## config.mk

```make
export PLATFORM = sky130hd
export DESIGN_NAME = atp_cordic_cell
export DESIGN_NICKNAME = d
export VERILOG_FILES = /design/src/rtl/atp_pkg.sv /design/src/rtl/atp_cordic_cell.sv
export SDC_FILE = /design/constraint.sdc
export NUM_CORES = 1
export LEC_CHECK = 0
export ABC_AREA = 1
export BUFFER_PORTS_ARGS = -buffer_cell sky130_fd_sc_hd__buf_2
export CAP_MARGIN = 20
export CORE_MARGIN = 10
export CORE_UTILIZATION = 60
export DETAILED_ROUTE_END_ITERATION = 8
export PLACE_DENSITY = 0.95
export SYNTH_ARGS = -nofsm -noshare
export SYNTH_HDL_FRONTEND = slang
export SYNTH_SLANG_ARGS = --single-unit
```

## constraint.sdc

```tcl
create_clock -name aclk -period 3.1 [get_ports aclk]
set_input_delay 0.31 -clock aclk [delete_from_list [all_inputs] [get_ports aclk]]
set_output_delay 0.31 -clock aclk [all_outputs]
set_load 0.02 [all_outputs]
```

## src/rtl/atp_pkg.sv

```systemverilog
// ----------------------------------------------------------------------------
// atp_pkg
// Shared widths, constants and stage types for the tilt pitch pipeline.
// ----------------------------------------------------------------------------
package atp_pkg;

    localparam int CORDIC_STEPS_DEF = 16;
    localparam int ATAN_ENTRIES     = 24;

    // input / output field widths
    localparam int IN_W    = 16;
    localparam int ANGLE_W = 15;
    localparam int RATE_W  = 16;

    // square root chain: 48-bit radicand, one result bit per cell
    localparam int HSQ_W      = 32;
    localparam int SQRT_STEPS = 24;
    localparam int RAD_W      = 2 * SQRT_STEPS;
    localparam int ROOT_W     = SQRT_STEPS;
    localparam int REM_W      = ROOT_W + 2;

    // CORDIC datapath
    localparam int XY_W = 27;
    localparam int Z_W  = 24;

    localparam int PITCH_LIMIT = 11520;

    // rate = round(|gy| * 40 / 41) through a reciprocal multiply
    localparam int RATE_N_W    = 21;
    localparam int RATE_PROD_W = 42;
    localparam int RATE_SHIFT  = 26;
    localparam int RATE_RECIP  = 1636802;   // ceil(2^26 / 41)
    localparam int RATE_BIAS   = 20;

    typedef logic signed [Z_W-1:0] atan_t;

    // round(atan(2^-i) in degrees * 2^15)
    localparam atan_t ATAN_TABLE [ATAN_ENTRIES] = '{
        24'sd1474560, 24'sd870484, 24'sd459940, 24'sd233473,
        24'sd117189,  24'sd58652,  24'sd29333,  24'sd14667,
        24'sd7334,    24'sd3667,   24'sd1833,   24'sd917,
        24'sd458,     24'sd229,    24'sd115,    24'sd57,
        24'sd29,      24'sd14,     24'sd7,      24'sd4,
        24'sd2,       24'sd1,      24'sd0,      24'sd0
    };

    typedef struct packed {
        logic enable;
    } pipe_ctrl_t;

    typedef struct packed {
        logic [RAD_W-1:0]       rad;
        logic [REM_W-1:0]       rem;
        logic [ROOT_W-1:0]      root;
        logic signed [IN_W-1:0] ay;
        logic                   zero_vec;
    } sqrt_stage_t;

    typedef struct packed {
        logic signed [XY_W-1:0] x;
        logic signed [XY_W-1:0] y;
        logic signed [Z_W-1:0]  z;
        logic                   zero_vec;
    } cordic_stage_t;

endpackage

```

## src/rtl/atp_cordic_cell.sv

```systemverilog
// ----------------------------------------------------------------------------
// atp_cordic_cell
// One vectoring CORDIC micro-rotation with a fixed shift and angle entry.
// ----------------------------------------------------------------------------
module atp_cordic_cell import atp_pkg::*; #(
    parameter int STEP = 0
) (
    input  logic          aclk,
    input  pipe_ctrl_t    ctrl,
    input  cordic_stage_t stage_in,
    output cordic_stage_t stage_out
);

    logic signed [XY_W-1:0] x_in, y_in, dx, dy;
    logic signed [Z_W-1:0]  z_in;
    cordic_stage_t          stage_next, stage_reg;

    always_comb begin
        x_in = stage_in.x;
        y_in = stage_in.y;
        z_in = stage_in.z;
        dx   = y_in >>> STEP;
        dy   = x_in >>> STEP;
        stage_next.zero_vec = stage_in.zero_vec;
        if (!y_in[XY_W-1]) begin
            stage_next.x = x_in + dx;
            stage_next.y = y_in - dy;
            stage_next.z = z_in + ATAN_TABLE[STEP];
        end else begin
            stage_next.x = x_in - dx;
            stage_next.y = y_in + dy;
            stage_next.z = z_in - ATAN_TABLE[STEP];
        end
    end

    always_ff @(posedge aclk) begin
        if (ctrl.enable) begin
            stage_reg <= stage_next;
        end
    end

    assign stage_out = stage_reg;

endmodule

```

==> flow_summary_export.csv <==
group,metric,value,unit
die,die_h,140,um
final_layout,largest_register_ffs,78,
logic_synthesis,synth_async_sr_flop_share,0,%
sta,rsz0062_at_grt,"false",
logic_synthesis,yosys.cell_types.count,38,
critical_path,critPathArrivalTime,2.44,ns
sta,setup-tns-final,0,ns
sta,hold_viol_final,0,
placed_design,gp_congestion,1.01,
logic_synthesis,synth_area_leaders,"edfxtp_1 (27%), nand2_1 (17%), ha_1 (14%), inv_1 (9.3%), nand3_1 (6.5%)",
grt,antenna_found_initial,0,
critical_path,required,3.20,ns
final_layout,diodes,0,
final_layout,layout-drive-gt1-share,13.8,%
sta,tightest_slew,1.02,ns
outcome,status,"completed",
die,die_w,140,um
sta,slew_headroom,32.2,%
sta,setup_viol,0,
cts,ctsResizeCount,0,
die,num_rows,43,
die,ios,160,
sta,fin_crit,2.34,ns
cts,cts_tree,"built",
final_layout,final_util,69.8,%
critical_path,cp_max_fo,11,
power_and_ir_drop,power_switching_share,39.1,%
sta,fmaxAchievable,427,MHz
routing,drc,0,
cts,post_cts_buffers,0,
sta,final-max-slew-violation-count,0,
cts,h-tree-depth,3,
grt,grt_pass1_wl,43900,um
power_and_ir_drop,p_int,0.00254,W
routing,drt_iter0_markers,1006,
cts,cts.sinks,78,
final_layout,final_nets,1604,
routing,wirelength,27700,um
logic_synthesis,synth_flop_cell,"edfxtp_1",
die,core,13900,sq um
logic_synthesis,yosysMostFrequentCell,"nand2_1",
worst_hold_path,holdPathStages,1,
logic_synthesis,avgSynthCellArea,6.68,sq um
critical_path,end_kind,"flop",
routing,wl_per_cell,17.2,um
logic_synthesis,yosys_register_bits,78,
logic_synthesis,synth.top_cell.area_share,27.3,%
cts,clockRootBuffer,"clkbuf_16",
logic_synthesis,syn-num-nets,1466,
grt,grt_pass1_vias,8682,
final_layout,syn2layout_area_growth,13.2,%
die,start_util,61.7,%
critical_path,critPathLaunchType,"primary input",
die,die_area,19500,sq um
grt,grt_max_degree,79,
grt,grt_overflow_total,0,
logic_synthesis,synth.largest_area_cell,"edfxtp_1",
placed_design,port_buffers,159,
critical_path,cp_slowest_stage_delay,0.55,ns
flow_run,drv_cap,0,
power_and_ir_drop,seq_power_share,33.0,%
logic_synthesis,synth_common_cells,"nand2_1 (380), inv_1 (214), nand3_1 (112)",
critical_path,worstSetupPathType,"in2reg",
routing,vias_per_cell,5.66,
cts,clockBufferDepth,2,
routing,drtAntennaViolNets,0,
routing,vias,9109,
power_and_ir_drop,clockPowerShare,27.7,%
power_and_ir_drop,vdd.ir_drop.worst,0.000229,V
critical_path,crit_path_top_delay_cell,"ha_1",
sta,holdWs,0.134,ns
cts,clk_pin_slew,0.06,ns
cts,ctsHoldBuffers,0,
cts,cts-buffers-inserted,9,
worst_hold_path,hp-start,"stage_in[2]",
power_and_ir_drop,p_per_area,429,nW/um^2
power_and_ir_drop,switching_power,0.00163,W
logic_synthesis,synth.yosys.seq_area_share,27.3,%
logic_synthesis,netlist_area,8590,sq um
power_and_ir_drop,leakagePower,5.22,nW
critical_path,path_cells,"buf_2, inv_1, ha_1, inv_1, a21oi_1, o21ai_0, nand2_1, nand3_1, nand2_1, nand3_1, nand3_1, nand2_1",
logic_synthesis,synth_warnings,0,
placed_design,hpwl,22600,um
sta,finalCritPeriodShare,75.6,%
worst_hold_path,hp-class,"in2reg",
logic_synthesis,syn_inst,1287,
power_and_ir_drop,p_comb_share,39.3,%
worst_hold_path,min_to,"stage_out[2]",
grt,grtUsageTotal,27.4,%
logic_synthesis,synth_edf_count,78,
routing,dr.pass1.iters,8,
[worst max-delay path by stage]
stage / start / end / slack [ns] / depth (start not counted)
after floorplan: stage_in[51] / stage_out[23] / 1.12 / 10
after detailed placement: stage_in[30] / stage_out[78] / 0.51 / 14
after global routing: stage_in[30] / stage_out[51] / 0.55 / 14
after global placement: stage_in[32] / stage_out[63] / 0.57 / 10
final: stage_in[30] / stage_out[45] / 0.76 / 12
after CTS: stage_in[30] / stage_out[78] / 0.86 / 14
[cells by family after synthesis]
family / after synthesis / synth area share [%]
and+or+nand+nor: 641 / 31.4
buffers and inverters: 254 / 12.2
DFF: 78 / 27.3
AOI/OAI and AO/OA: 191 / 12.0
xor gates and xnor gates: 25 / 2.55
adders and majority gates: 98 / 14.6
[final cells by class]
| cell class | count | area (sq um) |
|---|---|---|
| clock buffer | 9 | 225 |
| clock inverter | 7 | 88.8 |
| fill | 1233 | 4200 |
| inverter | 219 | 822 |
| multi-input combinational | 955 | 5210 |
| sequential | 78 | 2340 |
| tap | 180 | 225 |
| timing repair buffer | 162 | 821 |
[routing by layer]
metal	wire, um	global-route usage, %	vias up	part of all wire [%]
met5	0	0	-	0
met2	12300	43.4	557	44
met1	11500	36.0	4068	41
li1	-	-	4414	-
met3	2910	5.21	70	11
met4	1000	11.0	0	3.6
[power by group through the flow]
| stage | combinational, W | clock (W) | sequential, W |
|---|---|---|---|
| final | 0.00164 | 0.00116 | 0.00138 |
| after global routing | 0.00180 | 0.00122 | 0.00139 |
| after CTS | 0.00161 | 0.00116 | 0.00138 |
| after detailed placement | 0.00160 | 0 | 0.00140 |
| after global placement | 0.00156 | 0 | 0.00139 |
| after floorplan | 0.000906 | 0 | 0.00158 |
[worst max-delay path: cells and delay by family]
family	cells	cell delay [ns]
buffers and inverters	3	0.32
AOI/OAI and AO/OA	2	0.56
adders and majority gates	1	0.55
and+or+nand+nor	6	0.71
[cells in the final DEF, fill, tap and decap left out, drive strengths merged, types with 6 or more instances in the layout]
cell	instances
a21oi	95
buf	162
clkbuf	9
clkinv	6
edfxtp	78
ha	94
inv	218
nand2	386
nand3	112
nand4	28
nor2	102
o21ai	64
o21bai	18
o22ai	7
xor2	20
[per-stage QoR]
step | power (W) | instances | instance area (sq um) | setup slack, ns
after floorplan | 0.00248 | 1287 | 8590 | 1.12
after global placement | 0.00295 | 1594 | 9420 | 0.573
after detailed placement | 0.00299 | 1594 | 9420 | 0.506
after CTS | 0.00415 | 1610 | 9730 | 0.860
after global routing | 0.00440 | 1610 | 9730 | 0.546
final | 0.00417 | 1610 | 9730 | 0.758
No activity file was read; power rests on OpenSTA's default activity.
