[src/rtl/atp_pkg.sv]
// ----------------------------------------------------------------------------
// atp_pkg
// Shared widths, constants and stage types for the tilt pitch pipeline.
// ----------------------------------------------------------------------------
package atp_pkg;

    localparam int CORDIC_STEPS_DEF = 16;
    localparam int ATAN_ENTRIES     = 24;

    // input / output field widths
    localparam int IN_W    = 16;
    localparam int ANGLE_W = 15;
    localparam int RATE_W  = 16;

    // square root chain: 48-bit radicand, one result bit per cell
    localparam int HSQ_W      = 32;
    localparam int SQRT_STEPS = 24;
    localparam int RAD_W      = 2 * SQRT_STEPS;
    localparam int ROOT_W     = SQRT_STEPS;
    localparam int REM_W      = ROOT_W + 2;

    // CORDIC datapath
    localparam int XY_W = 27;
    localparam int Z_W  = 24;

    localparam int PITCH_LIMIT = 11520;

    // rate = round(|gy| * 40 / 41) through a reciprocal multiply
    localparam int RATE_N_W    = 21;
    localparam int RATE_PROD_W = 42;
    localparam int RATE_SHIFT  = 26;
    localparam int RATE_RECIP  = 1636802;   // ceil(2^26 / 41)
    localparam int RATE_BIAS   = 20;

    typedef logic signed [Z_W-1:0] atan_t;

    // round(atan(2^-i) in degrees * 2^15)
    localparam atan_t ATAN_TABLE [ATAN_ENTRIES] = '{
        24'sd1474560, 24'sd870484, 24'sd459940, 24'sd233473,
        24'sd117189,  24'sd58652,  24'sd29333,  24'sd14667,
        24'sd7334,    24'sd3667,   24'sd1833,   24'sd917,
        24'sd458,     24'sd229,    24'sd115,    24'sd57,
        24'sd29,      24'sd14,     24'sd7,      24'sd4,
        24'sd2,       24'sd1,      24'sd0,      24'sd0
    };

    typedef struct packed {
        logic enable;
    } pipe_ctrl_t;

    typedef struct packed {
        logic [RAD_W-1:0]       rad;
        logic [REM_W-1:0]       rem;
        logic [ROOT_W-1:0]      root;
        logic signed [IN_W-1:0] ay;
        logic                   zero_vec;
    } sqrt_stage_t;

    typedef struct packed {
        logic signed [XY_W-1:0] x;
        logic signed [XY_W-1:0] y;
        logic signed [Z_W-1:0]  z;
        logic                   zero_vec;
    } cordic_stage_t;

endpackage

[src/rtl/atp_sqrt_cell.sv]
// ----------------------------------------------------------------------------
// atp_sqrt_cell
// One restoring square root step: two radicand bits in, one root bit out.
// ----------------------------------------------------------------------------
module atp_sqrt_cell import atp_pkg::*; (
    input  logic        aclk,
    input  pipe_ctrl_t  ctrl,
    input  sqrt_stage_t stage_in,
    output sqrt_stage_t stage_out
);

    logic [REM_W+1:0] rem_shift;
    logic [REM_W+1:0] trial;
    sqrt_stage_t      stage_next, stage_reg;

    always_comb begin
        rem_shift  = {stage_in.rem, stage_in.rad[RAD_W-1 -: 2]};
        trial      = {{(REM_W-ROOT_W){1'b0}}, stage_in.root, 2'b01};
        stage_next = stage_in;
        stage_next.rad = {stage_in.rad[RAD_W-3:0], 2'b00};
        if (rem_shift >= trial) begin
            stage_next.rem  = REM_W'(rem_shift - trial);
            stage_next.root = {stage_in.root[ROOT_W-2:0], 1'b1};
        end else begin
            stage_next.rem  = rem_shift[REM_W-1:0];
            stage_next.root = {stage_in.root[ROOT_W-2:0], 1'b0};
        end
    end

    always_ff @(posedge aclk) begin
        if (ctrl.enable) begin
            stage_reg <= stage_next;
        end
    end

    assign stage_out = stage_reg;

endmodule

[config.mk]
export PLATFORM = sky130hd
export DESIGN_NAME = atp_sqrt_cell
export DESIGN_NICKNAME = d
export VERILOG_FILES = /design/src/rtl/atp_pkg.sv /design/src/rtl/atp_sqrt_cell.sv
export SDC_FILE = /design/constraint.sdc
export NUM_CORES = 1
export LEC_CHECK = 0
export ABC_AREA = 1
export BUFFER_PORTS_ARGS = -buffer_cell sky130_fd_sc_hd__buf_2
export CELL_PAD_IN_SITES_DETAIL_PLACEMENT = 0
export CELL_PAD_IN_SITES_GLOBAL_PLACEMENT = 1
export CORE_MARGIN = 3
export CORE_UTILIZATION = 30
export CTS_CLUSTER_DIAMETER = 80
export CTS_CLUSTER_SIZE = 30
export DETAILED_ROUTE_END_ITERATION = 7
export PLACE_DENSITY = 0.7
export SYNTH_ARGS = -nofsm -noshare
export SYNTH_HDL_FRONTEND = slang
export SYNTH_SLANG_ARGS = --single-unit
[constraint.sdc]
create_clock -name aclk -period 5.5 [get_ports aclk]
set_input_delay 1.1 -clock aclk [delete_from_list [all_inputs] [get_ports aclk]]
set_output_delay 1.1 -clock aclk [all_outputs]
set_load 0.01 [all_outputs]
==> results.md, run 1 <==
- Status: complete, no violations
- Ys Warns: 0
- Hold Fails Final Rpt: 0
- Root Buffer: clkbuf_16
- Worst EP arrival: 3.61 ns
- Yosys top cell area share: 0.585
- # placed instances: 1096
- Global-route wire length before repair: 27000 um
- Nets: 998
- Largest register FFs: 113
- Height of the die: 145 um
- CP endpoint kind: flop
- Post-synth ARST share: 0
- Leak Pwr: 3.97 nW
- Synthesized instance count: 615
- CTS-repair resized insts: 0
- Relative slew slack: 0.313
- Setup Slack @ Placement: 1.62 ns
- Mapped cell area: 5800 sq um
- Core Box Area: 18800 sq um
- Top cells by area, synth: edfxtp_1 (58%), nand2_1 (13%), inv_1 (8.2%)
- DRT Pass-1 Iters: 4
- Detail Route Antenna Nets: 0
- Synth Flop Type: edfxtp_1
- CP Launch Type: input port
- Layout area overhead: 35.1%
- TNS Setup: 0 ns
- Detailed Place HPWL: 13300 um
- Die Area: 21000 sq um
- Flops & latches, synth: 113
- Achievable Freq: 0.294 GHz
- Logic pwr share: 0.165
- Internal cell power: 1.93 mW
- Share of cells above drive strength 1: 0.310
- Total Routing Usage GR: 0.165
- PnR worst setup slack: 2.10 ns
- Setup bufs post-CTS: 0
- Initial Util: 0.308
- Top-count cell post-synth: nand2_1
- Switch Pwr: 709 uW
- Yosys cell types: 28
- Largest net degree at the start of global routing: 79
- GRT Residual Overflow: 0
- Critical path type: in2reg
- Worst EP required: 5.72 ns
- CTS tree: built
- Buffers on Ports: 229
- Sequential share of the synthesized area: 0.585
- Power density over the cells: 337 nW/um^2
- GPL Wtd Cong: 0.862
- Worst ir drop on vdd: 0.182 mV
- Post-CTS Hold Buffers: 0
- Std cell rows: 50
- Switch share: 0.269
- Clk network pwr share: 0.431
- Die Width: 145 um
- Avg Vias per Cell: 4.21
- Yosys top cell by area: edfxtp_1
- Max-slew violations: 0
- Syn_area_per_cell: 9.44 sq um
- Reg clk slew, reported paths: 0.06 ns
- Synth top cells by count: nand2_1 (204), inv_1 (126), edfxtp_1 (113)
- H-tree depth: 4
- Vias: 4757
- Routed WL per cell: 15.1 um
- CTS Sinks: 113
- I/O pins: 232
- Clock Path Buffers: 2
- Period Utilization, post-route: 0.617
- CP max FO: 39
- Total Wirelength: 17000 um
- HP Class: in2reg
- Clock buffer count from CTS: 17
- Sequential share of power: 0.405
- DRC: 0
- Core Util, Final: 0.416
- Max-Cap Viols: 0
- Worst setup path end: stage_out[43]
- Post-Layout Cell Count: 1129
- Final Critical Period: 3.40 ns
- Post-synth EDFFs: 113
- Iter 0 DRT Violations: 209
- Slew of the pin with the lowest slew margin: 1.03 ns
- Final setup viols: 0
- Worst setup startpoint: stage_in[29]
- RSZ-0062 raised after global routing: false
- Number of global-route vias before repair: 4822
- Initial antenna violation count: 3
## worst min path at each step
stage | slack (ns) | endpoint | depth (start not counted) | from
floorplan | 1.20 | stage_out[0] | 0 | stage_in[0]
global placement | 1.28 | stage_out[102] | 1 | stage_in[100]
detailed placement | 1.28 | stage_out[78] | 1 | stage_in[76]
CTS | 0.84 | stage_out[4] | 1 | stage_in[4]
global route | 0.84 | stage_out[78] | 1 | stage_in[76]
finish | 0.86 | stage_out[7] | 1 | stage_in[7]
## placed cells by master (no fill, tap or decap), types with 2 or more instances in the layout
cell type | Yosys | layout
a21oi_1 | 14 | 14
buf_2 | 2 | 228
buf_4 | 2 | 2
bufinv_16 | 0 | 3
clkbuf_16 | 0 | 17
clkinv_4 | 0 | 5
clkinvlp_4 | 0 | 3
conb_1 | 1 | 2
edfxtp_1 | 113 | 113
ha_1 | 26 | 26
inv_1 | 126 | 126
nand2_1 | 204 | 204
nand2_2 | 2 | 2
nand3_1 | 27 | 27
nand3_2 | 3 | 3
nand3b_1 | 4 | 4
nand4_1 | 20 | 20
nor2_1 | 29 | 29
o21ai_0 | 13 | 13
o21bai_1 | 3 | 3
xor2_1 | 12 | 12
## layout make-up
cell class              count  area (sq um)
diodes                      1          2.50
fillers                  1921         11000
clock inverters            15           185
multi-input cells         367          1880
clock buffers              17           425
flip-flops and latches    113          3390
repair buffers            230          1160
well taps                 260           325
inverters                 126           473
## stage by stage
step | area, sq um | power (mW) | hold slack [ns]
6_report | 7840 | 2.64 | 0.859
5_1_grt | 7840 | 2.78 | 0.840
4_1_cts | 7840 | 2.68 | 0.842
3_5_place_dp | 7220 | 1.53 | 1.28
3_3_place_gp | 7220 | 1.52 | 1.28
2_1_floorplan | 5810 | 1.33 | 1.20
## power by group through the flow
| stage | Clock (mW) | Combinational, mW | Sequential [mW] |
|---|---|---|---|
| CTS | 1.17 | 0.442 | 1.07 |
| finish | 1.14 | 0.434 | 1.07 |
| detailed placement | 0 | 0.440 | 1.09 |
| global route | 1.21 | 0.492 | 1.08 |
| floorplan | 0 | 0.193 | 1.13 |
| global placement | 0 | 0.437 | 1.09 |
## critical path: stages
cell and delay (ns):
buf_2 0.10, inv_1 0.05, ha_1 0.35, nand2_2 0.15, inv_1 0.05, nand2_1 0.06, nand2_1 0.06, nand2_1 0.06
nand2_1 0.09, a21oi_4 0.41, nand3_2 0.68, o21ai_0 0.44
## cells by family after synthesis
group                      share of synthesized area
xor gates and xnor gates                      0.0196
buffers and inverters                         0.0925
and+or+nand+nor                                0.215
adders and majority gates                     0.0561
AOI/OAI and AO/OA                             0.0313
other                                       0.000646
DFF                                            0.585
## layer usage
| layer | GRT usage | part of all wire | vias up |
|---|---|---|---|
| met5 | 0 | 0.0016 | - |
| met4 | 0.0537 | 0.016 | 4 |
| met3 | 0.0500 | 0.070 | 22 |
| met2 | 0.277 | 0.49 | 173 |
| met1 | 0.202 | 0.43 | 2094 |
| li1 | - | - | 2464 |
Note: power is estimated with default switching activity, not from simulation.
==> inputs of run 2 (changes only) <==
clock period = 3.4 ns   (was 5.5 ns; I/O delays follow)
==> run 2 against run 1 <==
Sequential cell count stayed put. Sequential share of layout area is 0.22 points lower. Clock power is 58% higher. Global-route usage is 0.071 points higher. First-iteration DRC count is 0.48% higher. Setup slack worse by 0.98 ns. Cell count is 0.53% higher. Wire length is 2.6% higher. Die area stayed put. Final area is 0.51% higher. Critical path depth is 1 lower. Critical endpoint is now stage_out[47]. Largest power group unchanged.
==> results.md, run 2 (same netlist as run 1, synthesis figures left out) <==
- Core Box Area: 18800 sq um
- Std cell rows: 50
- Period Utilization, post-route: 0.668
- PnR worst setup slack: 1.13 ns
- Number of global-route vias before repair: 5017
- Avg Vias per Cell: 4.28
- Vias: 4858
- Total Wirelength: 17400 um
- GPL Wtd Cong: 0.918
- Total Routing Usage GR: 0.165
- Root Buffer: clkbuf_16
- Switch share: 0.266
- HP Class: in2reg
- Leak Pwr: 3.99 nW
- Initial Util: 0.308
- Detail Route Antenna Nets: 0
- Fillers: 1878
- Min-delay src: stage_in[76]
- Clock Path Buffers: 2
- Most frequent cells in the layout: buf_2 (228), nand2_1 (204), inv_1 (126)
- Die Area: 21000 sq um
- Worst ir drop on vdd: 0.301 mV
- Hold path cells: 1
- Die Width: 145 um
- Internal cell power: 3.11 mW
- DRT Pass-1 Iters: 4
- Clock buffer count from CTS: 17
- Largest register FFs: 113
- Share of cells above drive strength 1: 0.314
- Achievable Freq: 0.440 GHz
- Detailed Place HPWL: 13700 um
- DRC: 0
- Routed WL per cell: 15.4 um
- Max-slew violations: 0
- CTS-repair resized insts: 0
- Height of the die: 145 um
- Placed cell area: 7280 sq um
- Final setup viols: 0
- Max-Cap Viols: 0
- Finished Cell Area: 7880 sq um
- Logic pwr share: 0.169
- Setup bufs post-CTS: 0
- CP max FO: 23
- Leading cell type in the layout, fill and taps excluded: buf_2
- TNS Setup: 0 ns
- Initial antenna violation count: 2
- Layout area overhead: 35.7%
- Iter 0 DRT Violations: 210
- Sequential share of power: 0.408
- Setup Slack @ Placement: 0.684 ns
- Critical path type: in2reg
- Nets: 1004
- GRT Residual Overflow: 0
- CP endpoint kind: flop
- Worst EP required: 3.54 ns
- CTS Sinks: 113
- I/O pins: 232
- Worst EP arrival: 2.41 ns
- Post-CTS Hold Buffers: 0
- Switch Pwr: 1.13 mW
- Worst min-delay path endpoint: stage_out[78]
- Status: complete, no violations
- Hold Fails Final Rpt: 0
- Buffers on Ports: 229
- CTS tree: built
- CP Launch Type: input port
- Largest net degree at the start of global routing: 74
- H-tree depth: 4
- Power density over the cells: 538 nW/um^2
- RSZ-0062 raised after global routing: false
- Hold Slack: 0.441 ns
- Final Critical Period: 2.27 ns
- Reg clk slew, reported paths: 0.05 ns
- Global-route wire length before repair: 27200 um
- Clk network pwr share: 0.424
## run 2: cell types whose count changed in the layout (fill, tap and decap cells not counted)
cell / before / now
buf_4: 2 / 7
buf_12: 0 / 1
clkinv_2: 1 / 3
clkinvlp_4: 3 / 4
inv_8: 1 / 0
clkinv_4: 5 / 1
diode_2: 1 / 2
inv_6: 1 / 2
## run 2: per-layer routing
layer | vias to the layer above | wire length [um] | track usage
met1 | 2186 | 7560 | 0.201
met3 | 19 | 1260 | 0.0525
met4 | 0 | 267 | 0.0556
met2 | 178 | 8350 | 0.279
li1 | 2475 | - | -
met5 | - | 0 | 0
## run 2: critical path, stage by stage
cell     delay [ns]
buf_2          0.11
inv_1          0.05
ha_1           0.34
nand2_1        0.13
nor2_1         0.20
nand2_1        0.15
nor3_2         0.16
nand3_2        0.11
nand3_2        0.10
buf_4          0.24
o21ai_0        0.14
## run 2: worst max path at each step
stage          slack (ns)             to         start  cells past startpoint
2_1_floorplan        1.05  stage_out[63]  stage_in[29]                     14
3_3_place_gp         0.76  stage_out[48]  stage_in[26]                     11
3_5_place_dp         0.68  stage_out[50]  stage_in[26]                     11
4_1_cts              1.11  stage_out[50]  stage_in[26]                     11
5_1_grt              0.92  stage_out[50]  stage_in[26]                     11
6_report             1.13  stage_out[47]  stage_in[26]                     11
## run 2: final cells by class
cell class | count | area [sq um] | area share
Multi-Input combinational cell | 367 | 1880 | 0.238
Sequential cell | 113 | 3390 | 0.431
Clock buffer | 17 | 425 | 0.0540
Timing Repair Buffer | 236 | 1210 | 0.154
Inverter | 126 | 473 | 0.0600
Clock inverter | 14 | 165 | 0.0210
Antenna cell | 2 | 5.00 | 0.000635
Tap cell | 260 | 325 | 0.0413
## run 2: power groups by stage
stage | sequential [mW] | combinational [mW] | clock, mW
after detailed placement | 1.76 | 0.725 | 0
after global placement | 1.75 | 0.720 | 0
final | 1.73 | 0.715 | 1.80
after CTS | 1.73 | 0.728 | 1.84
after floorplan | 1.83 | 0.312 | 0
after global routing | 1.74 | 0.808 | 1.91
## run 2: per-stage QoR
stage                     instances  utilization  power (mW)
final                          1135        0.418        4.24
after detailed placement       1102        0.387        2.48
after CTS                      1133        0.418        4.30
after global placement         1102        0.387        2.47
after global routing           1135        0.418        4.46
after floorplan                 616            -        2.15
==> inputs of run 3 (changes only) <==
PLACE_DENSITY = 0.73   (was 0.7)
clock period = 1.99 ns   (was 3.4 ns; I/O delays follow)
==> run 3 against run 2 <==
Setup slack got worse by 0.97 ns. Global-route usage is 0.14 points lower. Sequential power up 71%. Critical path depth up 3. Sequential share of layout area down 4.5 points. Utilization is 4.9 points higher. Sequential cell count is the same. Final area up 12%. Power up 78%. Non-clock buffer count is 86 higher. Wire length fell by 0.41%. Die area did not move. Critical path type unchanged. Critical endpoint is now stage_out[58]. Largest cell class unchanged. Largest power group unchanged. Highest routed layer is now met5.
==> results.md, run 3 (same netlist as run 1, synthesis figures left out) <==
- Status: complete, no violations
- Die Area: 21000 sq um
- Initial antenna violation count: 2
- Critical path's largest stage delay: 0.35 ns
- Worst min-delay path endpoint: stage_out[1]
- Worst path most repeated cell: nand2_1
- Iter 0 DRT Violations: 239
- Hold Slack: 0.161 ns
- CP max FO: 4
- TNS Setup: 0 ns
- Leading cell type in the layout, fill and taps excluded: buf_2
- Largest register FFs: 113
- CTS Sinks: 113
- Detail Route Antenna Nets: 0
- Global-route wire length before repair: 27100 um
- Height of the die: 145 um
- Layout area overhead: 51.5%
- HP Class: in2reg
- Largest net degree at the start of global routing: 30
- Worst path bufs/invs: 4
- CTS-repair resized insts: 0
- DRT Pass-1 Iters: 4
- RSZ-0062 raised after global routing: false
- GPL Wtd Cong: 0.899
- Nets: 1090
- Worst ir drop on vdd: 0.543 mV
- Reg clk slew, reported paths: 0.06 ns
- CTS tree: built
- Total Routing Usage GR: 0.164
- Power density over the cells: 859 nW/um^2
- Achievable Freq: 0.545 GHz
- Number of global-route vias before repair: 5111
- GRT met3 Usage: 0.0537
- Avg Vias per Cell: 4.16
- Period Utilization, post-route: 0.921
- Initial Util: 0.308
- Final setup viols: 0
- Worst EP arrival: 2.00 ns
- Worst EP required: 2.15 ns
- Met2 Use GR: 0.284
- CP max-delay cell: ha_1
- Min-delay src: stage_in[1]
- Max-slew violations: 0
- CP endpoint kind: flop
- GRT Residual Overflow: 0
- Clock buffer count from CTS: 17
- DRC: 0
- Final Critical Period: 1.83 ns
- Hold Fails Final Rpt: 0
- Buffers on Ports: 229
- Critical path type: in2reg
- Most Used Layer, Global Route: met2
- Ant. Diodes: 0
- Share of cells above drive strength 1: 0.394
- CP Launch Type: input port
- Cell chain of the critical path: buf_2 -> inv_1 -> ha_1 -> buf_4 -> nand2_1 -> inv_1 -> nand2_1 -> nand2_1 -> nand2_1 -> nand3_1 -> nand2_1 -> nand3b_1 -> nand3_1 -> nand2_1
- Total Wirelength: 17400 um
- Leak Pwr: 4.45 nW
- GR Layer Usage met1: 0.196
- Vias: 5075
- Clock Path Buffers: 2
- Setup bufs post-CTS: 0
- Max-Cap Viols: 0
- Die Width: 145 um
- Hold path cells: 1
- Core Box Area: 18800 sq um
- I/O pins: 232
- Detailed Place HPWL: 13900 um
- Critical path's top delay family: simple AND/OR/NAND/NOR gates
- Post-CTS Hold Buffers: 0
- Root Buffer: clkbuf_16
- Std cell rows: 50
- Routed WL per cell: 14.2 um
- Most frequent cells in the layout: buf_2 (228), nand2_1 (202), inv_1 (126)
- H-tree depth: 4
[run 3: changes by cell type in the layout (fill, tap and decap cells not counted), moves of 2 or more]
cell      change
diode_2       -2
nand3_2       +2
clkinv_2      -3
clkinv_4      +3
buf_12        +6
nand2_1       -2
ha_1         -13
nand3_1       -2
buf_4        +80
ha_4         +13
[run 3: power by group]
part / internal [mW] / switching [mW]
Sequential: 2.90 / 0.0558
Combinational: 0.677 / 0.805
Clock: 1.98 / 1.14
Total: 5.55 / 2.00
[run 3: worst max-delay path by stage]
stage	start	end	slack, ns	cells past startpoint
6_report	stage_in[18]	stage_out[58]	0.16	14
3_5_place_dp	stage_in[18]	stage_out[58]	-0.30	14
2_1_floorplan	stage_in[30]	stage_out[63]	0.004	12
5_1_grt	stage_in[18]	stage_out[58]	0.01	14
4_1_cts	stage_in[18]	stage_out[58]	0.15	14
3_3_place_gp	stage_in[18]	stage_out[58]	-0.28	14
[run 3: per-stage QoR]
| stage | total power [mW] | utilization | setup slack [ns] | instances | instance area [sq um] |
|---|---|---|---|---|---|
| after floorplan | 3.71 | - | 0.00403 | 616 | 6000 |
| after global placement | 4.48 | 0.435 | -0.276 | 1188 | 8190 |
| after detailed placement | 4.50 | 0.435 | -0.295 | 1188 | 8190 |
| after CTS | 7.66 | 0.467 | 0.148 | 1219 | 8790 |
| after global routing | 7.93 | 0.467 | 0.0137 | 1219 | 8790 |
| final | 7.56 | 0.467 | 0.156 | 1219 | 8790 |
[run 3: cell type report]
| class | instances | area [sq um] |
|---|---|---|
| Tap cell | 260 | 325 |
| Multi-Input combinational cell | 367 | 2060 |
| Fill cell | 1814 | 10000 |
| Timing Repair Buffer | 322 | 1930 |
| Clock buffer | 17 | 425 |
| Inverter | 126 | 473 |
| Sequential cell | 113 | 3390 |
| Clock inverter | 14 | 181 |
[run 3: metal layers]
layer	routed length (um)	part of all wire
met5	34	0.0020
met2	8510	0.49
met4	166	0.0096
met1	7350	0.42
met3	1310	0.075
