--- config.mk ---
export PLATFORM = sky130hd
export DESIGN_NAME = atp_rate
export DESIGN_NICKNAME = d
export VERILOG_FILES = /design/src/rtl/atp_pkg.sv /design/src/rtl/atp_rate.sv
export SDC_FILE = /design/constraint.sdc
export NUM_CORES = 1
export LEC_CHECK = 0
export BUFFER_PORTS_ARGS = -buffer_cell sky130_fd_sc_hd__buf_2
export CAP_MARGIN = 20
export CORE_MARGIN = 10
export CORE_UTILIZATION = 55
export CTS_CLUSTER_SIZE = 24
export DETAILED_ROUTE_END_ITERATION = 12
export PLACE_DENSITY = 0.69
export RECOVER_POWER = 100
export SYNTH_ARGS = -nofsm -noshare
export SYNTH_HDL_FRONTEND = slang
export SYNTH_SLANG_ARGS = --single-unit
--- constraint.sdc ---
create_clock -name aclk -period 6.4 [get_ports aclk]
set_input_delay 0.32 -clock aclk [delete_from_list [all_inputs] [get_ports aclk]]
set_output_delay 0.32 -clock aclk [all_outputs]
set_load 0.05 [all_outputs]
--- src/rtl/atp_pkg.sv ---
// ----------------------------------------------------------------------------
// atp_pkg
// Shared widths, constants and stage types for the tilt pitch pipeline.
// ----------------------------------------------------------------------------
package atp_pkg;

    localparam int CORDIC_STEPS_DEF = 16;
    localparam int ATAN_ENTRIES     = 24;

    // input / output field widths
    localparam int IN_W    = 16;
    localparam int ANGLE_W = 15;
    localparam int RATE_W  = 16;

    // square root chain: 48-bit radicand, one result bit per cell
    localparam int HSQ_W      = 32;
    localparam int SQRT_STEPS = 24;
    localparam int RAD_W      = 2 * SQRT_STEPS;
    localparam int ROOT_W     = SQRT_STEPS;
    localparam int REM_W      = ROOT_W + 2;

    // CORDIC datapath
    localparam int XY_W = 27;
    localparam int Z_W  = 24;

    localparam int PITCH_LIMIT = 11520;

    // rate = round(|gy| * 40 / 41) through a reciprocal multiply
    localparam int RATE_N_W    = 21;
    localparam int RATE_PROD_W = 42;
    localparam int RATE_SHIFT  = 26;
    localparam int RATE_RECIP  = 1636802;   // ceil(2^26 / 41)
    localparam int RATE_BIAS   = 20;

    typedef logic signed [Z_W-1:0] atan_t;

    // round(atan(2^-i) in degrees * 2^15)
    localparam atan_t ATAN_TABLE [ATAN_ENTRIES] = '{
        24'sd1474560, 24'sd870484, 24'sd459940, 24'sd233473,
        24'sd117189,  24'sd58652,  24'sd29333,  24'sd14667,
        24'sd7334,    24'sd3667,   24'sd1833,   24'sd917,
        24'sd458,     24'sd229,    24'sd115,    24'sd57,
        24'sd29,      24'sd14,     24'sd7,      24'sd4,
        24'sd2,       24'sd1,      24'sd0,      24'sd0
    };

    typedef struct packed {
        logic enable;
    } pipe_ctrl_t;

    typedef struct packed {
        logic [RAD_W-1:0]       rad;
        logic [REM_W-1:0]       rem;
        logic [ROOT_W-1:0]      root;
        logic signed [IN_W-1:0] ay;
        logic                   zero_vec;
    } sqrt_stage_t;

    typedef struct packed {
        logic signed [XY_W-1:0] x;
        logic signed [XY_W-1:0] y;
        logic signed [Z_W-1:0]  z;
        logic                   zero_vec;
    } cordic_stage_t;

endpackage

--- src/rtl/atp_rate.sv ---
// ----------------------------------------------------------------------------
// atp_rate
// Three-stage gyro scaling: round(gyro_y * 40 / 41) by reciprocal multiply.
// ----------------------------------------------------------------------------
module atp_rate import atp_pkg::*; (
    input  logic                     aclk,
    input  pipe_ctrl_t               ctrl,
    input  logic signed [IN_W-1:0]   gyro_y,
    output logic signed [RATE_W-1:0] rate
);

    logic signed [IN_W:0]     gy_ext;
    logic [IN_W:0]            mag;
    logic [RATE_N_W-1:0]      n_next, n_reg;
    logic                     neg_a_reg, neg_b_reg;
    logic [RATE_PROD_W-1:0]   prod_next, prod_reg;
    logic [RATE_W-1:0]        quot;
    logic signed [RATE_W-1:0] rate_next, rate_reg;

    always_comb begin
        gy_ext = {gyro_y[IN_W-1], gyro_y};
        mag    = gy_ext[IN_W] ? (IN_W+1)'(-gy_ext) : (IN_W+1)'(gy_ext);
        // |gy| * 40 + 20
        n_next = RATE_N_W'({mag, 5'b0} + {2'b0, mag, 3'b0} + (IN_W+6)'(RATE_BIAS));
    end

    assign prod_next = RATE_PROD_W'(n_reg) * RATE_PROD_W'(RATE_RECIP);

    always_comb begin
        quot      = prod_reg[RATE_SHIFT +: RATE_W];
        rate_next = neg_b_reg ? RATE_W'(0 - quot) : RATE_W'(quot);
    end

    always_ff @(posedge aclk) begin
        if (ctrl.enable) begin
            n_reg     <= n_next;
            neg_a_reg <= gyro_y[IN_W-1];
            prod_reg  <= prod_next;
            neg_b_reg <= neg_a_reg;
            rate_reg  <= rate_next;
        end
    end

    assign rate = rate_reg;

endmodule

==> run_results.csv, run 1 <==
group,metric,value,unit
status,status,"complete, but fails checks",
status,violations,"capacitance limit, slew limit",
placement,port_buffers,33,
clock_network,cts-htree-levels,2,
setup_path,rr_worst_depth,20,
sta,final-hold-violation-count,0,
global_routing,overflow,0,
global_routing,grt_first_pass_wirelength,33180,um
hold_path,min_to,"n_reg[3]",
final_layout,areaGrowthSynthToFinish,7.254,%
floorplanning,dieArea,0.02279,mm^2
final_layout,layout-drive-gt1-share,5.056,%
placement,gp_congestion,0.9222,
final_layout,layout.cells.non_filler,1209,
clock_network,cts.sinks,52,
routing,drt.antenna.violating_nets,0,
sta,tightestPinTransition,2.963,ns
yosys,yosys-top-cells-area,"ha_1, fa_1, edfxtp_1, inv_1, xnor2_1",
clock_network,clock_latency,0.31,ns
final_layout,largest_reg_flops,18,
yosys,syn_nets,1259,
sta,setup_violations,0,
yosys,ys.flop_type,"edfxtp_1",
yosys,synth-edff-count,52,
sta,relSlewSlack,-97.52,%
sta,min_period,6.185,ns
sta,skew,0.01314,ns
floorplanning,core,0.01670,mm^2
floorplanning,die_h,151.0,um
setup_path,ff2ff_setup_slack,0.22,ns
routing,dr_total_vias,6793,
yosys,synth_top_area_share,25.20,%
global_routing,antenna_found_initial,0,
yosys,async_reset_ff_share,0,%
sta,fin_crit_sh,96.64,%
sta,max_freq,161.7,MHz
yosys,yosysWarnings,0,
setup_path,critPathLaunch,"n_reg[12]",
final_layout,n_antenna_cell,0,
flow_run,maxCapViolations,1,
yosys,yosys.area.top_type,"ha_1",
clock_network,clk_pin_slew,0.07,ns
global_routing,grt_usage,18.25,%
yosys,yosys.cell_types.count,58,
clock_network,cts_buffers,5,
clock_network,cts_tree,"built",
setup_path,required,6.45,ns
setup_path,r2r-end,"prod_reg[33]",
routing,drc_errors,0,
setup_path,cp-end-kind,"flop",
final_layout,fillers,1449,
hold_path,min-delay-start,"gyro_y[0]",
sta,hold_slack,0.3661,ns
routing,drt_iter0_drc,367,
routing,drt_first_pass_iters,5,
yosys,ys_ff_latch,52,
clock_network,hold_buffers,0,
global_routing,grt_max_degree,53,
global_routing,grt_pass1_vias,6765,
sta,drv_slew,53,
hold_path,hold_depth,1,
routing,vias_per_cell,5.619,
routing,routedWlPerCell,16.74,um
floorplanning,rows,47,
setup_path,worstSetupPathType,"reg2reg",
clock_network,cts.path.max_buffers,2,
yosys,syn_inst,935,
floorplanning,die_x,151.0,um
placement,post-dp-hpwl,17540,um
final_layout,nNetsFinal,1312,
setup_path,timing.rr.start,"n_reg[12]",
setup_path,worst-endpoint-arrival,6.24,ns
yosys,synth.avg_cell_area,10.09,um^2
clock_network,cts_root_buf,"clkbuf_16",
placement,placedCellCount,1185,
setup_path,startpoint_type,"flop",
yosys,syn_area,0.009435,mm^2
yosys,ys_seq_area_share,16.55,%
hold_path,hp-class,"in2reg",
floorplanning,initial_core_util,56.50,%
setup_path,cp_max_fo,6,
routing,wirelength,20240,um
floorplanning,ioPinCount,34,
==> worst max path at each step <==
stage / depth (start not counted) / slack, ns / endpoint
after floorplan: 20 / 0.66 / prod_reg[29]
after global placement: 17 / 0.07 / prod_reg[41]
after detailed placement: 21 / 0.04 / prod_reg[41]
after CTS: 21 / 0.02 / prod_reg[41]
after global routing: 20 / -0.04 / prod_reg[41]
final: 20 / 0.22 / prod_reg[33]
==> cells in the mapped netlist, types with 5 or more instances <==
library cell    n
a211oi_1        7
a21o_1         14
a21oi_1        33
a31oi_1         8
and2_1          6
and4_1          6
clkbuf_1        9
edfxtp_1       52
fa_1          116
ha_1          190
inv_1         183
nand2_1        49
nand2b_1        5
nand3_1        16
nand4_1         9
nor2_1         28
nor3_1          9
o211ai_1        9
o21a_1          7
o21ai_0        39
o21bai_1        5
o31ai_1         7
or3_1          10
or4_1           6
xnor2_1        49
xor2_1          5
==> cells by family after synthesis <==
kind of cell    after synthesis  synth area share [%]
mux                           4                0.4774
fa+ha+maj                   306                 49.81
xor+xnor                     54                 5.013
compound gates              159                 11.17
simple gates                167                 9.309
flops                        52                 16.55
buf+inv                     192                 7.638
other cells                   1               0.03974
==> placed cells by master, fill, tap and decap left out, types with 11 or more instances in the layout <==
master    synthesis  routed
xnor2_1          49      49
nor2_1           28      28
buf_4             0      19
edfxtp_1         52      52
clkbuf_1          9      21
nand2_1          49      49
or3_1            10      11
nand3_1          16      16
ha_1            190     190
inv_1           183     183
a21o_1           14      14
fa_1            116     116
o21ai_0          39      39
a21oi_1          33      33
buf_2             0      14
==> critical path: stages, from the launching register on <==
cell and delay [ns]:
edfxtp_1 0.52, buf_4 0.20, fa_1 0.48, ha_1 0.33, fa_1 0.51, inv_1 0.05
fa_1 0.47, inv_1 0.05, fa_1 0.50, fa_1 0.55, inv_1 0.06, fa_1 0.51
inv_1 0.05, ha_1 0.35, a21oi_1 0.10, o21ai_0 0.25, o21ai_0 0.17, a311oi_1 0.31
clkbuf_1 0.24, nor2_1 0.11, xnor2_1 0.13
==> metal layers <==
metal | vias to the layer above | track usage [%] | wire (um)
li1 | 3317 | - | -
met1 | 3311 | 25.15 | 9202
met2 | 142 | 30.62 | 9990
met3 | 23 | 1.820 | 763
met4 | 0 | 3.657 | 287
met5 | - | 0 | 0
==> timing repair <==
item / CTS / global route
buffers inserted: 0 / 16
setup endpoints to repair: 0 / 5
gates resized for setup: 0 / 3
==> cell type report <==
| class | instances | area [um^2] | area share, % |
|---|---|---|---|
| Inverter | 183 | 686.9 | 6.788 |
| Timing Repair Buffer | 55 | 299.0 | 2.955 |
| Clock inverter | 3 | 27.53 | 0.2720 |
| Sequential cell | 52 | 1562 | 15.43 |
| Tap cell | 220 | 275.3 | 2.720 |
| Multi-Input combinational cell | 691 | 7144 | 70.60 |
| Clock buffer | 5 | 125.1 | 1.236 |
==> metrics by stage <==
| step | setup TNS [ns] | util [%] | area, um^2 | worst slack (ns) |
|---|---|---|---|---|
| 2_1_floorplan | 0 | - | 9435 | 0.6571 |
| 3_3_place_gp | 0 | 59.20 | 9887 | 0.06578 |
| 3_5_place_dp | 0 | 59.20 | 9887 | 0.04446 |
| 4_1_cts | 0 | 60.11 | 10040 | 0.02105 |
| 5_1_grt | -0.04011 | 60.59 | 10120 | -0.03531 |
| 6_report | 0 | 60.59 | 10120 | 0.2153 |
Power of run 1 is not shown: default switching activity piles up to over one toggle a cycle in this logic, so the estimate is an artifact.
==> run 2: changes to the inputs <==
--- a/config.mk
+++ b/config.mk
@@ -5,6 +5,7 @@
 export SDC_FILE = /design/constraint.sdc
 export NUM_CORES = 1
 export LEC_CHECK = 0
+export ABC_AREA = 1
 export BUFFER_PORTS_ARGS = -buffer_cell sky130_fd_sc_hd__buf_2
 export CAP_MARGIN = 20
 export CORE_MARGIN = 10
==> run 2 against run 1 <==
Compared with the run above: clock skew fell by 0.0072 ns; global-route usage grew 1.6 points; critical path depth is 2 higher; the run still ends with capacitance limit, slew limit left; via count increased by 10%; cell count up 18%; non-clock buffer count fell by 21; first-iteration DRC count is 31% higher.
==> run_results.csv, run 2 <==
group,metric,value,unit
final_layout,n_antenna_cell,0,
placement,port_buffers,33,
status,status,"complete, but fails checks",
final_layout,final_common_cell,"inv_1",
routing,drt_first_pass_iters,5,
clock_network,cts.sinks,52,
final_layout,nNetsFinal,1521,
yosys,syn_inst,1159,
global_routing,grt_max_degree,53,
placement,gp_congestion,0.9457,
setup_path,path_cells,"inv_1, fa_1, inv_1, ha_1, fa_1, inv_1, fa_1, inv_1, fa_1, fa_1, inv_1, fa_1, inv_1, ha_1, a21oi_1, o21ai_0, a21oi_1, nand2_1, nand2_1, nand2_1, nand2_1, nand2_1",
routing,drt.antenna.violating_nets,0,
yosys,yosysWarnings,0,
clock_network,hold_buffers,0,
routing,dr_total_vias,7472,
sta,setup_violations,0,
yosys,yosys-top-cells-area,"ha_1, fa_1, edfxtp_1, inv_1, nand2_1",
clock_network,cts_root_buf,"clkbuf_16",
sta,max_freq,170.9,MHz
setup_path,cp_max_fo,6,
sta,rsz0062_at_grt,"no",
routing,drt_iter0_drc,482,
sta,min_period,5.850,ns
yosys,syn_nets,1483,
hold_path,hold_depth,1,
setup_path,worstSetupPathType,"reg2reg",
final_layout,layout-drive-gt1-share,2.922,%
sta,hold_slack,0.3505,ns
routing,vias_per_cell,5.251,
yosys,async_reset_ff_share,0,%
yosys,ys.flop_type,"edfxtp_1",
yosys,syn_area,0.009844,mm^2
sta,fin_crit_sh,91.41,%
setup_path,timing.rr.start,"n_reg[3]",
sta,finalSetupTns,0,ns
hold_path,hp-class,"in2reg",
clock_network,cts_buffers,5,
global_routing,grt_first_pass_wirelength,38130,um
floorplanning,core,0.01742,mm^2
yosys,synth_common_cells,"inv_1, nand2_1, ha_1",
floorplanning,dieArea,0.02365,mm^2
clock_network,cts-htree-levels,2,
clock_network,post-cts-setup-buffer-count,0,
setup_path,startpoint_type,"flop",
setup_path,r2r-end,"prod_reg[33]",
setup_path,rr_worst_depth,22,
sta,skew,0.005915,ns
sta,drv_slew,53,
yosys,synth_top_area_share,24.15,%
yosys,yosys.cell_types.count,34,
yosys,yosys.area.top_type,"ha_1",
sta,relSlewSlack,-98.43,%
routing,wirelength,22230,um
setup_path,required,6.47,ns
hold_path,min-delay-start,"gyro_y[0]",
yosys,ys_ff_latch,52,
routing,routedWlPerCell,15.62,um
setup_path,slowest_delay,0.56,ns
hold_path,min_to,"n_reg[3]",
floorplanning,die_x,153.8,um
sta,fin_ws,0.5500,ns
global_routing,overflow,0,
final_layout,mostFrequentLayoutCells,"inv_1, nand2_1, ha_1",
floorplanning,ioPinCount,34,
status,violations,"capacitance limit, slew limit",
clock_network,cts_resized,0,
yosys,synth-edff-count,52,
global_routing,grt_pass1_vias,7656,
final_layout,largest_reg_flops,18,
yosys,ys_seq_area_share,15.86,%
flow_run,maxCapViolations,1,
placement,place_ws,0.6051,ns
yosys,yosysMostFrequentCell,"inv_1",
clock_network,clock_latency,0.31,ns
setup_path,worst-endpoint-arrival,5.92,ns
yosys,synth.avg_cell_area,8.494,um^2
setup_path,cp-end-kind,"flop",
clock_network,cts.path.max_buffers,2,
clock_network,clk_pin_slew,0.08,ns
final_layout,areaGrowthSynthToFinish,5.402,%
routing,drc_errors,0,
clock_network,cts_tree,"built",
global_routing,antenna_found_initial,0,
setup_path,ff2ff_setup_slack,0.55,ns
global_routing,grt_usage,19.82,%
placement,post-dp-hpwl,19720,um
setup_path,crit_slowest_cell,"fa_1",
sta,final-hold-violation-count,0,
floorplanning,die_h,153.8,um
floorplanning,initial_core_util,56.52,%
sta,tightestPinTransition,2.976,ns
floorplanning,rows,48,
-- run 2: cell types whose count changed in the layout (fill, tap and decap cells not counted), moves of 15 or more --
cell | before | now
nand2_1 | 49 | 235
buf_4 | 19 | 0
nand3_1 | 16 | 38
xnor2_1 | 49 | 12
nor2_1 | 28 | 77
a21oi_1 | 33 | 48
inv_1 | 183 | 266
xor2_1 | 5 | 29
-- run 2: final cells by class --
| cell class | instances | area, um^2 |
|---|---|---|
| timing repair buffer | 34 | 146.4 |
| inverter | 267 | 1002 |
| clock inverter | 3 | 27.53 |
| clock buffer | 5 | 125.1 |
| tap | 225 | 281.5 |
| sequential | 52 | 1562 |
| fill | 1615 | 7041 |
| multi-input combinational | 837 | 7232 |
-- run 2: cell families after synthesis --
group | share of synthesized area (%)
compound gates | 5.300
xor+xnor | 3.648
fa+ha+maj | 47.74
buf+inv | 10.31
flops | 15.86
other cells | 0.03809
simple gates | 17.11
-- run 2: worst max-delay path by stage --
stage	slack, ns	cells after the start	start	endpoint
floorplan	1.09	22	n_reg[3]	prod_reg[39]
global placement	0.61	22	n_reg[3]	prod_reg[39]
detailed placement	0.61	20	n_reg[12]	prod_reg[37]
CTS	0.59	22	n_reg[3]	prod_reg[37]
global route	0.28	22	n_reg[3]	prod_reg[39]
finish	0.55	22	n_reg[3]	prod_reg[33]
-- run 2: layer usage --
metal	GRT usage [%]	vias up	share of wire [%]
met5	0	-	0
met4	4.498	0	2.0
met3	2.845	27	5.5
met2	31.92	166	46
met1	27.58	3544	47
li1	-	3735	-
-- run 2: critical path: cells and delay by family, from the launching register on --
| kind | cells | cell delay [ns] |
|---|---|---|
| AND/OR/NAND/NOR | 5 | 0.37 |
| AO/OA/AOI/OAI | 3 | 0.52 |
| flip-flops | 1 | 0.53 |
| adder cells (fa/ha/maj) | 8 | 3.70 |
| buffers and inverters | 6 | 0.46 |
-- run 2: metrics by stage --
step / util, % / instance area, um^2 / cells
2_1_floorplan: - / 9844 / 1159
4_1_cts: 59.94 / 10440 / 1423
3_3_place_gp: 59.06 / 10290 / 1415
5_1_grt: 59.58 / 10380 / 1423
6_report: 59.58 / 10380 / 1423
3_5_place_dp: 59.06 / 10290 / 1415
Power of run 2 is left out for the same reason.
==> run 3: changes to the inputs <==
--- a/config.mk
+++ b/config.mk
@@ -8,6 +8,7 @@
 export ABC_AREA = 1
 export BUFFER_PORTS_ARGS = -buffer_cell sky130_fd_sc_hd__buf_2
 export CAP_MARGIN = 20
+export CORE_ASPECT_RATIO = 2
 export CORE_MARGIN = 10
 export CORE_UTILIZATION = 55
 export CTS_CLUSTER_SIZE = 24
==> run 3 against run 2 <==
Compared with the run above: the flow still finishes with violations (capacitance limit, slew limit); sequential share of layout area about the same; maximum frequency about the same; via count increased by 2.2%; sequential cell count unchanged; cell area about the same; wire length increased by 12%; critical path depth stayed put; critical endpoint is now prod_reg[41]; largest cell class unchanged.
==> run_results.csv, run 3 (synthesis gave the netlist of run 2 again) <==
group,metric,value,unit
final_layout,final_area,0.01037,mm^2
placement,dpl_cell_area,0.01029,mm^2
setup_path,slowest_delay,0.57,ns
clock_network,cts_buffers,5,
floorplanning,die_x,114.6,um
sta,skew,0.01332,ns
final_layout,final_common_cell,"inv_1",
clock_network,cts_resized,0,
setup_path,crit_slowest_cell,"fa_1",
floorplanning,core,0.01770,mm^2
sta,max_freq,171.1,MHz
final_layout,n_antenna_cell,0,
setup_path,cp-end-kind,"flop",
floorplanning,ioPinCount,34,
floorplanning,initial_core_util,55.62,%
setup_path,required,6.46,ns
status,status,"complete, but fails checks",
setup_path,worst-endpoint-arrival,5.90,ns
sta,fin_crit_sh,91.32,%
setup_path,cp_num_buf_inv,6,
hold_path,hp-class,"in2reg",
sta,final-hold-violation-count,0,
final_layout,layout-drive-gt1-share,2.917,%
setup_path,worstSetupPathType,"reg2reg",
routing,drt_first_pass_iters,6,
clock_network,cts_root_buf,"clkbuf_16",
floorplanning,dieArea,0.02397,mm^2
clock_network,clock_latency,0.30,ns
setup_path,path_cells,"inv_1, fa_1, inv_1, ha_1, fa_1, inv_1, fa_1, inv_1, fa_1, fa_1, inv_1, fa_1, inv_1, ha_1, a21oi_1, o21ai_0, a21oi_1, nand2_1, nand2_1, nand2_1, nand2_1, nand2_1",
routing,vias_per_cell,5.403,
clock_network,clk_pin_slew,0.08,ns
clock_network,cts.sinks,52,
sta,fin_ws,0.5555,ns
sta,drv_slew,53,
routing,dr_total_vias,7635,
clock_network,cts.path.max_buffers,2,
final_layout,largest_reg_flops,18,
placement,post-dp-hpwl,22660,um
global_routing,grt_max_degree,53,
sta,tightestPinTransition,3.037,ns
setup_path,startpoint_type,"flop",
routing,drc_errors,0,
clock_network,cts-htree-levels,2,
global_routing,antenna_found_initial,0,
sta,min_period,5.845,ns
routing,routedWlPerCell,17.68,um
sta,relSlewSlack,-102.5,%
placement,gp_congestion,0.9860,
routing,wirelength,24990,um
clock_network,post-cts-setup-buffer-count,0,
global_routing,overflow,0,
routing,drt.antenna.violating_nets,0,
flow_run,maxCapViolations,1,
clock_network,hold_buffers,0,
sta,setup_violations,0,
global_routing,grt_usage,21.65,%
placement,place_ws,0.5592,ns
clock_network,cts_tree,"built",
global_routing,grt_pass1_vias,8509,
sta,finalSetupTns,0,ns
setup_path,crit_family,"adder cells",
final_layout,nNetsFinal,1523,
floorplanning,rows,69,
setup_path,cp_max_fo,6,
final_layout,areaGrowthSynthToFinish,5.376,%
routing,drt_iter0_drc,316,
floorplanning,die_h,209.2,um
global_routing,grt_first_pass_wirelength,40590,um
final_layout,mostFrequentLayoutCells,"inv_1, nand2_1, ha_1",
placement,port_buffers,33,
status,violations,"capacitance limit, slew limit",
sta,rsz0062_at_grt,"no",
## run 3: changes by cell type in the layout (fill, tap and decap cells not counted), sizes merged
cell,before,now
buf,15,17
bufinv,0,1
clkbuf,24,25
clkinvlp,1,0
inv,268,267
## run 3: final timing paths
kind / cells after the start / from / end / slack (ns)
max: 22 / n_reg[3] / prod_reg[41] / 0.56
min: 1 / gyro_y[0] / n_reg[3] / 0.32
max reg2reg: 22 / n_reg[3] / prod_reg[41] / 0.56
min reg2reg: 0 / prod_reg[26] / rate[0] / 0.46
## run 3: area by class of cell
| type | count | area (um^2) |
|---|---|---|
| Fill cell | 1620 | 7325 |
| Multi-Input combinational cell | 837 | 7218 |
| Sequential cell | 52 | 1562 |
| Inverter | 267 | 1002 |
| Tap cell | 213 | 266.5 |
| Timing Repair Buffer | 36 | 161.4 |
| Clock buffer | 6 | 128.9 |
| Clock inverter | 2 | 35.03 |
## run 3: worst reg2reg max path: stages (launching register included)
cell	delay [ns]
edfxtp_1	0.51
inv_1	0.23
fa_1	0.57
inv_1	0.04
ha_1	0.23
fa_1	0.55
inv_1	0.05
fa_1	0.47
inv_1	0.05
fa_1	0.50
fa_1	0.54
inv_1	0.05
fa_1	0.50
inv_1	0.04
ha_1	0.33
a21oi_1	0.22
o21ai_0	0.14
a21oi_1	0.15
nand2_1	0.14
nand2_1	0.12
nand2_1	0.06
nand2_1	0.05
nand2_1	0.04
## run 3: per-layer routing
layer / share of wire [%] / track usage [%]
met3: 2.0 / 1.922
met1: 30 / 17.88
met2: 59 / 44.05
met4: 8.4 / 15.24
met5: 0 / 0
## run 3: stage by stage
step	std cells	utilization [%]	hold WS (ns)
3_3_place_gp	1405	58.12	0.4371
4_1_cts	1413	59.05	0.2551
6_report	1413	58.61	0.3205
3_5_place_dp	1405	58.12	0.4439
5_1_grt	1413	58.61	0.3214
2_1_floorplan	1159	-	0.4003
Power of run 3 is left out for the same reason.
